[src/hfrc_pkg.sv]
// shared types and constants for the hart frame receive checker
`timescale 1ns / 1ps
`default_nettype none

package hfrc_pkg;

	typedef enum logic [2:0] {
		PH_PREAMBLE = 3'd0,
		PH_ADDRESS  = 3'd1,
		PH_COMMAND  = 3'd2,
		PH_COUNT    = 3'd3,
		PH_DATA     = 3'd4,
		PH_CHECKSUM = 3'd5,
		PH_IDLE     = 3'd6
	} phase_t;

	typedef enum logic [1:0] {
		ST_OK       = 2'd0,
		ST_DELIM    = 2'd1,
		ST_FRAMING  = 2'd2,
		ST_CHECKSUM = 2'd3
	} status_t;

	localparam logic [7:0] PREAMBLE_BYTE  = 8'hff;
	localparam logic [7:0] DELIM_BYTE     = 8'h02;
	localparam logic [7:0] ADDR_RSVD_MASK = 8'h30;
	localparam logic [7:0] ADDR_NODE_MASK = 8'h0f;
	localparam logic [3:0] DEV_ADDR_RESET = 4'd2;

	typedef struct packed {
		status_t    status;
		logic       respond;
		logic [7:0] command;
		logic [7:0] data_count;
		logic [3:0] preamble_count;
	} result_t;

endpackage

`default_nettype wire

[src/hart_frame_receive_check.sv]
// top level of the hart frame receive checker
// Checks received frames one byte per request on the input channel (rx_byte,
// frame_start). frame_start restarts the parser on that byte. Each frame gives
// one result on the output channel (status, respond, command, data_count,
// preamble_count) when its checksum byte arrives, or at once when a preamble
// beyond MAX_PREAMBLES is seen. Other bytes give no result.
// Throughput: one byte per cycle while in_stall is low; all per-byte work is a single pass of
// logic from the parser state registers to the result register.
// A result is registered when its byte is accepted.
// The result register is backed by a one-entry skid stage, so a byte is still
// accepted while a result waits; in_stall rises only when both are full.
// The device address register is written through cfg_we / cfg_wdata and resets to 2;
// the user must write it only while the block is idle, which the block does not enforce.
// Reset clears the parser to the preamble phase, so a frame may begin
// without frame_start, and empties the output side.
`timescale 1ns / 1ps
`default_nettype none

module hart_frame_receive_check
	import hfrc_pkg::*;
#(
	parameter int MAX_PREAMBLES = 9
) (
	input  wire logic       clk,
	input  wire logic       arst_n,
	input  wire logic       cfg_we,
	input  wire logic [3:0] cfg_wdata,
	input  wire logic       in_valid,
	output logic            in_stall,
	input  wire logic [7:0] rx_byte,
	input  wire logic       frame_start,
	output logic            out_valid,
	input  wire logic       out_stall,
	output logic [1:0]      status,
	output logic            respond,
	output logic [7:0]      command,
	output logic [7:0]      data_count,
	output logic [3:0]      preamble_count
);

	localparam logic [3:0] MaxPre = 4'(MAX_PREAMBLES);

	logic [3:0] dev_addr_q;

	phase_t     phase_q, phase_d;
	logic [3:0] pre_q, pre_d;
	logic [7:0] xor_q, xor_d;
	status_t    err_q, err_d;
	logic       match_q, match_d;
	logic [7:0] cmd_q, cmd_d;
	logic [7:0] cnt_q, cnt_d;
	logic [7:0] left_q, left_d;

	phase_t     phase_e;
	logic [3:0] pre_e;
	logic [7:0] xor_e;
	status_t    err_e;
	logic       match_e;
	logic [7:0] cmd_e;
	logic [7:0] cnt_e;
	logic [7:0] left_e;

	logic       emit;
	result_t    res_new;
	result_t    out_q, skid_q;
	logic       out_valid_q, skid_valid_q;
	logic       in_acc, out_take, push;

	assign in_stall = skid_valid_q;
	assign in_acc   = in_valid & ~skid_valid_q;
	assign out_take = out_valid_q & ~out_stall;
	assign push     = in_acc & emit;

	// restart view of the parser state
	always_comb begin
		if (frame_start) begin
			phase_e = PH_PREAMBLE;
			pre_e   = '0;
			xor_e   = '0;
			err_e   = ST_OK;
			match_e = 1'b1;
			cmd_e   = '0;
			cnt_e   = '0;
			left_e  = '0;
		end else begin
			phase_e = phase_q;
			pre_e   = pre_q;
			xor_e   = xor_q;
			err_e   = err_q;
			match_e = match_q;
			cmd_e   = cmd_q;
			cnt_e   = cnt_q;
			left_e  = left_q;
		end
	end

	// next state and result
	always_comb begin
		phase_d = phase_e;
		pre_d   = pre_e;
		xor_d   = xor_e;
		err_d   = err_e;
		match_d = match_e;
		cmd_d   = cmd_e;
		cnt_d   = cnt_e;
		left_d  = left_e;
		emit    = 1'b0;
		res_new = '{status: err_e, respond: match_e, command: cmd_e,
			data_count: cnt_e, preamble_count: pre_e};
		case (phase_e)
			PH_PREAMBLE: begin
				if (rx_byte == PREAMBLE_BYTE) begin
					if (pre_e >= MaxPre) begin
						emit    = 1'b1;
						res_new = '{status: ST_FRAMING, respond: 1'b1, command: '0,
							data_count: '0, preamble_count: MaxPre};
						phase_d = PH_IDLE;
					end else begin
						pre_d = pre_e + 4'd1;
					end
				end else begin
					if (rx_byte != DELIM_BYTE) begin
						err_d = ST_DELIM;
					end
					xor_d   = rx_byte;
					phase_d = PH_ADDRESS;
				end
			end
			PH_ADDRESS: begin
				if ((rx_byte & ADDR_RSVD_MASK) != 8'h00) begin
					err_d = ST_FRAMING;
				end
				match_d = ((rx_byte & ADDR_NODE_MASK) == {4'h0, dev_addr_q});
				xor_d   = xor_e ^ rx_byte;
				phase_d = PH_COMMAND;
			end
			PH_COMMAND: begin
				cmd_d   = rx_byte;
				xor_d   = xor_e ^ rx_byte;
				phase_d = PH_COUNT;
			end
			PH_COUNT: begin
				cnt_d   = rx_byte;
				left_d  = rx_byte;
				xor_d   = xor_e ^ rx_byte;
				phase_d = (rx_byte != 8'h00) ? PH_DATA : PH_CHECKSUM;
			end
			PH_DATA: begin
				xor_d  = xor_e ^ rx_byte;
				left_d = left_e - 8'd1;
				if (left_d == 8'h00) begin
					phase_d = PH_CHECKSUM;
				end
			end
			PH_CHECKSUM: begin
				if (rx_byte != xor_e) begin
					err_d = ST_CHECKSUM;
				end
				emit           = 1'b1;
				res_new.status = err_d;
				phase_d        = PH_IDLE;
			end
			default: begin
				phase_d = phase_e;
			end
		endcase
	end

	always_ff @(posedge clk or negedge arst_n) begin
		if (!arst_n) begin
			dev_addr_q <= DEV_ADDR_RESET;
		end else if (cfg_we) begin
			dev_addr_q <= cfg_wdata;
		end
	end

	always_ff @(posedge clk or negedge arst_n) begin
		if (!arst_n) begin
			phase_q <= PH_PREAMBLE;
			pre_q   <= '0;
			xor_q   <= '0;
			err_q   <= ST_OK;
			match_q <= 1'b1;
			cmd_q   <= '0;
			cnt_q   <= '0;
			left_q  <= '0;
		end else if (in_acc) begin
			phase_q <= phase_d;
			pre_q   <= pre_d;
			xor_q   <= xor_d;
			err_q   <= err_d;
			match_q <= match_d;
			cmd_q   <= cmd_d;
			cnt_q   <= cnt_d;
			left_q  <= left_d;
		end
	end

	// result register with skid stage
	always_ff @(posedge clk or negedge arst_n) begin
		if (!arst_n) begin
			out_valid_q  <= 1'b0;
			skid_valid_q <= 1'b0;
		end else if (skid_valid_q) begin
			if (out_take) begin
				skid_valid_q <= 1'b0;
			end
		end else if (push) begin
			if (out_valid_q && !out_take) begin
				skid_valid_q <= 1'b1;
			end else begin
				out_valid_q <= 1'b1;
			end
		end else if (out_take) begin
			out_valid_q <= 1'b0;
		end
	end

	always_ff @(posedge clk) begin
		if (skid_valid_q) begin
			if (out_take) begin
				out_q <= skid_q;
			end
		end else if (push) begin
			if (out_valid_q && !out_take) begin
				skid_q <= res_new;
			end else begin
				out_q <= res_new;
			end
		end
	end

	assign out_valid      = out_valid_q;
	assign status         = out_q.status;
	assign respond        = out_q.respond;
	assign command        = out_q.command;
	assign data_count     = out_q.data_count;
	assign preamble_count = out_q.preamble_count;

endmodule

`default_nettype wire

[config.mk]
export PLATFORM = sky130hd
export DESIGN_NAME = hart_frame_receive_check
export DESIGN_NICKNAME = d
export VERILOG_FILES = /design/src/hfrc_pkg.sv /design/src/hart_frame_receive_check.sv
export SDC_FILE = /design/constraint.sdc
export NUM_CORES = 1
export LEC_CHECK = 0
export BUFFER_PORTS_ARGS = -buffer_cell sky130_fd_sc_hd__buf_2
export CAP_MARGIN = 20
export CORE_MARGIN = 5
export CORE_UTILIZATION = 40
export CTS_BUF_LIST = sky130_fd_sc_hd__clkbuf_4 sky130_fd_sc_hd__clkbuf_8
export DETAILED_ROUTE_END_ITERATION = 6
export PLACE_DENSITY_LB_ADDON = 0.12
export SLEW_MARGIN = 10
export SYNTH_ARGS = -nofsm -noshare
export SYNTH_HDL_FRONTEND = slang
export SYNTH_SLANG_ARGS = --single-unit
[constraint.sdc]
create_clock -name clk -period 5.2 [get_ports clk]
set_input_delay 1.04 -clock clk [delete_from_list [all_inputs] [get_ports clk]]
set_output_delay 1.04 -clock clk [all_outputs]
set_load 0.03 [all_outputs]
; ---- Word-level counts from Yosys, hierarchy flattened
; Index checks and enable logic that the tools add are counted.
[totals]
rom_bits = 0
elab_cells = 99
reg_bits = 94
out_inout_bits = 25
inputBits = 18
n_memories = 0
latchBits = 0
mem_bits_rw = 0
[classes]
magnitude_cmp = 1
n_div = 0
n_bitwise = 6
multipliers = 0
mux = 45
reduce_logical = 12
n_eq_ne = 12
n_shift = 0
addsub = 2
[ops]
columns = cell, n
row1 = $mux 23, 6
row2 = $mux 8, 7
row3 = $pmux 8 s2, 2
row4 = $mux 21, 1
row5 = $pmux 3 s6, 1
row6 = $mux 4, 4
row7 = $reduce_bool 8->1, 2
row8 = $mux 1, 12
row9 = $mux 3, 4
row10 = $mux 2, 5
row11 = $reduce_and 3->1, 3
row12 = $eq 8x8->1 const B, 1
row13 = $logic_not 8->1, 1
row14 = $ne 8x2->1 const B, 1
row15 = $ne 8x8->1, 1
row16 = $sub 8x1->8 const B, 1
row17 = $xor 8x8->8, 1
row18 = $eq 3x2->1 const B, 2
row19 = $eq 3x3->1 const B, 2
row20 = $pmux 2 s3, 1
row21 = $add 4x1->4 const B, 1
row22 = $eq 4x4->1, 1
row23 = $ge 4x4->1 const B, 1
row24 = $ne 2x2->1 const B, 2
row25 = 11 further kinds, 15

; ---- Longest topological paths before layout
[depth]
word_depth = 8
depth_mapped = 11
depth_no_buf = 9

; ---- Worst setup path after synthesis
; OpenSTA, ideal clock, no wires.
[synth_path]
path_type = input port to flip-flop
start = input frame_start
end = register out_q (netlist bit command[0]) (enable)
required_ps = 4762
cell_stages = 10
path_slack_ps = 346
path_buffers = 2
arrival_ps = 4416
cell_sequence = buf_2 > clkinv_1 > clkbuf_1 > nand2_1 > ha_1 > nand2b_1 > o21a_1 > nand3_1 > a211o_1 > a21boi_0
[synth_between]
elab_chain_len = 8
[synth_lines]
columns = item, line_no
row1 = from (decl), hart_frame_receive_check.sv:31  ; input wire logic frame_start,
row2 = $mux 4, hart_frame_receive_check.sv:76  ; if (frame_start) begin
row3 = $ge 4x4->1, hart_frame_receive_check.sv:113  ; if (pre_e >= MaxPre) begin
row4 = $mux 1, hart_frame_receive_check.sv:113
row5 = $mux 1, hart_frame_receive_check.sv:112  ; if (rx_byte == PREAMBLE_BYTE) begin
row6 = $pmux 1 s2 (*), hart_frame_receive_check.sv:110  ; case (phase_e)
row7 = $and 1x1->1 (*), hart_frame_receive_check.sv:72  ; assign push = in_acc & emit;
row8 = $reduce_bool 2->1 (no line) (*), -
row9 = $reduce_and 3->1 (no line) (*), -
row10 = to (signal assigned), hart_frame_receive_check.sv:222  ; out_q <= skid_q;
row11 = to (signal assigned), hart_frame_receive_check.sv:228  ; out_q <= res_new;
row12 = to (decl), hart_frame_receive_check.sv:65  ; result_t out_q, skid_q;
; Every way passes the cells marked *; elsewhere a longest branch is shown, timed or not.
; A chain may end at the register's enable or synchronous reset.

==> metrics.txt <==
synth unique cells 59; routed length on met1 5320 µm; Top Layer Used met4; final period demand of the worst path 2.93 ns; CTS tree done; maximum buffer depth of the clock tree 2; dpl ws 1.86 ns; setup slack after layout 2.27 ns; result of the run completed; H-tree depth 3; Setup Crit Path Kind in2reg; Worst Max-Slew Pin Slew 1.00 ns; Mapped Nets 477; NumNets Final 510; routed vias 3661; FFs w/ async S/R, synth 51.1%; number of synthesized flops with an enable pin 46; I/O pin count 43; clock transition at the registers of the reported paths 0.09 ns; number of sinks on the clock net 94; RSZ-0062 raised after global routing no; Final setup viols 0; DRC 0; setup fix buffers added after clock tree synthesis 0; ordered cell list for the critical path buf_2 > nand4_1 > a211oi_4 > a21oi_4 > and2_1 > mux2_2; Filler Cell Count 1150; sequential fraction of the synthesis area 52.5%; remaining number of nets flagged by the antenna check after routing 0; synthesized-area fraction occupied by adder cells 1.52%; RePlAce Congestion 0.833; wire length on met3 595 µm; chip height 121 µm; share of cell area taken by muxes after synthesis 7.11%; Critical Path RT 5.33 ns; final clock skew 0.0116 ns; layout cell share with drive strength beyond 1 23.0%; tightest slew margin relative to the limit 33.1%; Detail Placement HPWL 7600 µm; Critical Path Slowest Stage Cell sky130_fd_sc_hd__a211oi_4; f_max 342 MHz; final design utilization 45.6%; clock root buffer master sky130_fd_sc_hd__clkbuf_8; pins over their slew limit 0; compound-cell area share of the yosys netlist 18.4%; via-per-instance ratio 5.56; global-route wire length before repair 18700 µm; Synth Register Bits 94; effective utilization at floorplan 40.8%; CTS resizes 0; diodes inserted 0; Worst Hold Slack 0.496 ns; final wirelength 11500 µm; number of iterations in the first detailed-routing pass 6; Worst Setup End Kind flop; core outline area 12100 µm²; layout overhead on the synthesized area 11.6%; Power per Cell Area 317 nW/µm²; setup tns final 0 ns; max capacitance violation total 0; largest net degree at the start of global routing 49; gate count after technology mapping 453; Iteration-0 DRC Markers 580; later-pin clock latency in the skew report 0.38 ns; Met2 Wirelength 5280 µm; dominant register cell in the synthesized netlist sky130_fd_sc_hd__edfxtp_1; XOR/XNOR share of the synthesized area 2.13%; IO Port Bufs 42; Final period util 56.3%; horizontal die dimension 121 µm; antenna violations before repair 0; IR drop worst, VDD 139 µV; number of global-route vias before repair 3481; site row count 40; hold_buf cts 0; synthesized cell area 4930 µm²; crit-path max FO 19; total count of hold-check failures in the final report 0; Post-Synth Simple-Gate Area 15.1%; number of synthesis warnings 0; Final Total Pwr 1.74 mW; total track usage 16.4%; data arrival at the endpoint of the critical path 3.06 ns; wire length per cell 17.4 µm; number of buffers created by CTS 9; Die Area 14600 µm²; Pleak 2.27 nW; GRT Residual Overflow 0; main combinational cell family by area after synthesis compound AO/OA/AOI/OAI gates; kind of launch point of the worst setup path input pin; worst hold-check path type reg2reg; synthesized area per cell 10.9 µm²; critical path's largest stage delay 0.62 ns
-- worst paths after layout --
path,to,start,cells past startpoint,slack [ns]
min in group asynchronous,xor_q[7],arst_n,2,0.75
setup / recovery,data_count[4],rx_byte[5],6,2.27
hold reg to reg,pre_q[0],pre_q[0],2,0.50
max in group asynchronous,pre_q[1],arst_n,2,4.02
setup reg to reg,data_count[4],phase_q[0],5,2.47
hold / removal,pre_q[0],pre_q[0],2,0.50
-- kinds of logic (layout without fill, tap and decap cells) --
group	Yosys count	after routing
mux	28	28
fa+ha+maj	6	6
simple gates	143	143
compound gates	130	130
flops	94	94
xor+xnor	12	12
buf+inv	40	78
-- cell usage after synthesis, drive strengths merged, types with 11 or more instances --
library cell  count  area [µm²]
a31oi            16         100
nand2            31         116
dfrtp            46        1150
edfxtp           46        1380
inv              11        41.3
o21ai            34         170
a22o             18         158
and2             20         150
nor2             37         139
nand3            12        60.1
a21oi            16        91.3
mux2             26         330
clkbuf           20        75.1
-- metal layers --
metal	GRT usage (%)	up-vias
met5	0	-
met4	7.29	0
met1	22.5	1763
met2	25.4	122
li1	-	1757
met3	2.84	19
-- registers in the layout (all words and copies together) (netlist names) --
name,flops
cmd_q,8
cnt_q,8
command,8
data_count,8
dev_addr_q,4
err_q,2
in_stall,1
left_q,8
match_q,1
out_valid,1
phase_q,3
pre_q,4
preamble_count,4
respond,1
skid_q,23
status,2
xor_q,8
-- per-stage QoR --
step | instances | area (µm²)
after floorplan | 453 | 4930
final | 659 | 5500
after detailed placement | 643 | 5300
after global routing | 659 | 5500
after CTS | 659 | 5500
after global placement | 643 | 5300
-- cells in the final DEF (no fill, tap or decap), types with 11 or more instances in the layout --
master | netlist | routed
sky130_fd_sc_hd__mux2_2 | 16 | 16
sky130_fd_sc_hd__edfxtp_1 | 46 | 46
sky130_fd_sc_hd__nand2_1 | 31 | 31
sky130_fd_sc_hd__buf_2 | 2 | 42
sky130_fd_sc_hd__inv_1 | 11 | 11
sky130_fd_sc_hd__a22o_1 | 18 | 18
sky130_fd_sc_hd__a31oi_1 | 16 | 16
sky130_fd_sc_hd__nand3_1 | 12 | 12
sky130_fd_sc_hd__o21ai_0 | 31 | 31
sky130_fd_sc_hd__dfrtp_1 | 46 | 46
sky130_fd_sc_hd__a21oi_1 | 15 | 15
sky130_fd_sc_hd__nor2_1 | 37 | 36
-- cell type report --
| type | count | area [µm²] | area share, % |
|---|---|---|---|
| clock buffers | 10 | 131 | 2.39 |
| clock inverters | 6 | 68.8 | 1.25 |
| inverters | 12 | 45.0 | 0.819 |
| multi-input cells | 319 | 2190 | 39.8 |
| flip-flops and latches | 94 | 2580 | 47.0 |
| well taps | 168 | 210 | 3.82 |
| repair buffers | 50 | 270 | 4.92 |
-- critical path: cells and delay by family --
kind	cells	cell delay, ns
simple gates	2	0.58
compound gates	2	0.87
mux	1	0.26
buf+inv	1	0.29
-- report_power, final --
| part | internal (mW) | switching (mW) | leakage, nW | total (mW) |
|---|---|---|---|---|
| sequential | 0.838 | 0.0710 | 1.07 | 0.909 |
| combinational | 0.148 | 0.179 | 1.10 | 0.328 |
| clock | 0.231 | 0.276 | 0.101 | 0.507 |
| total | 1.22 | 0.526 | 2.27 | 1.74 |
Note: power is estimated with default switching activity, not from simulation.
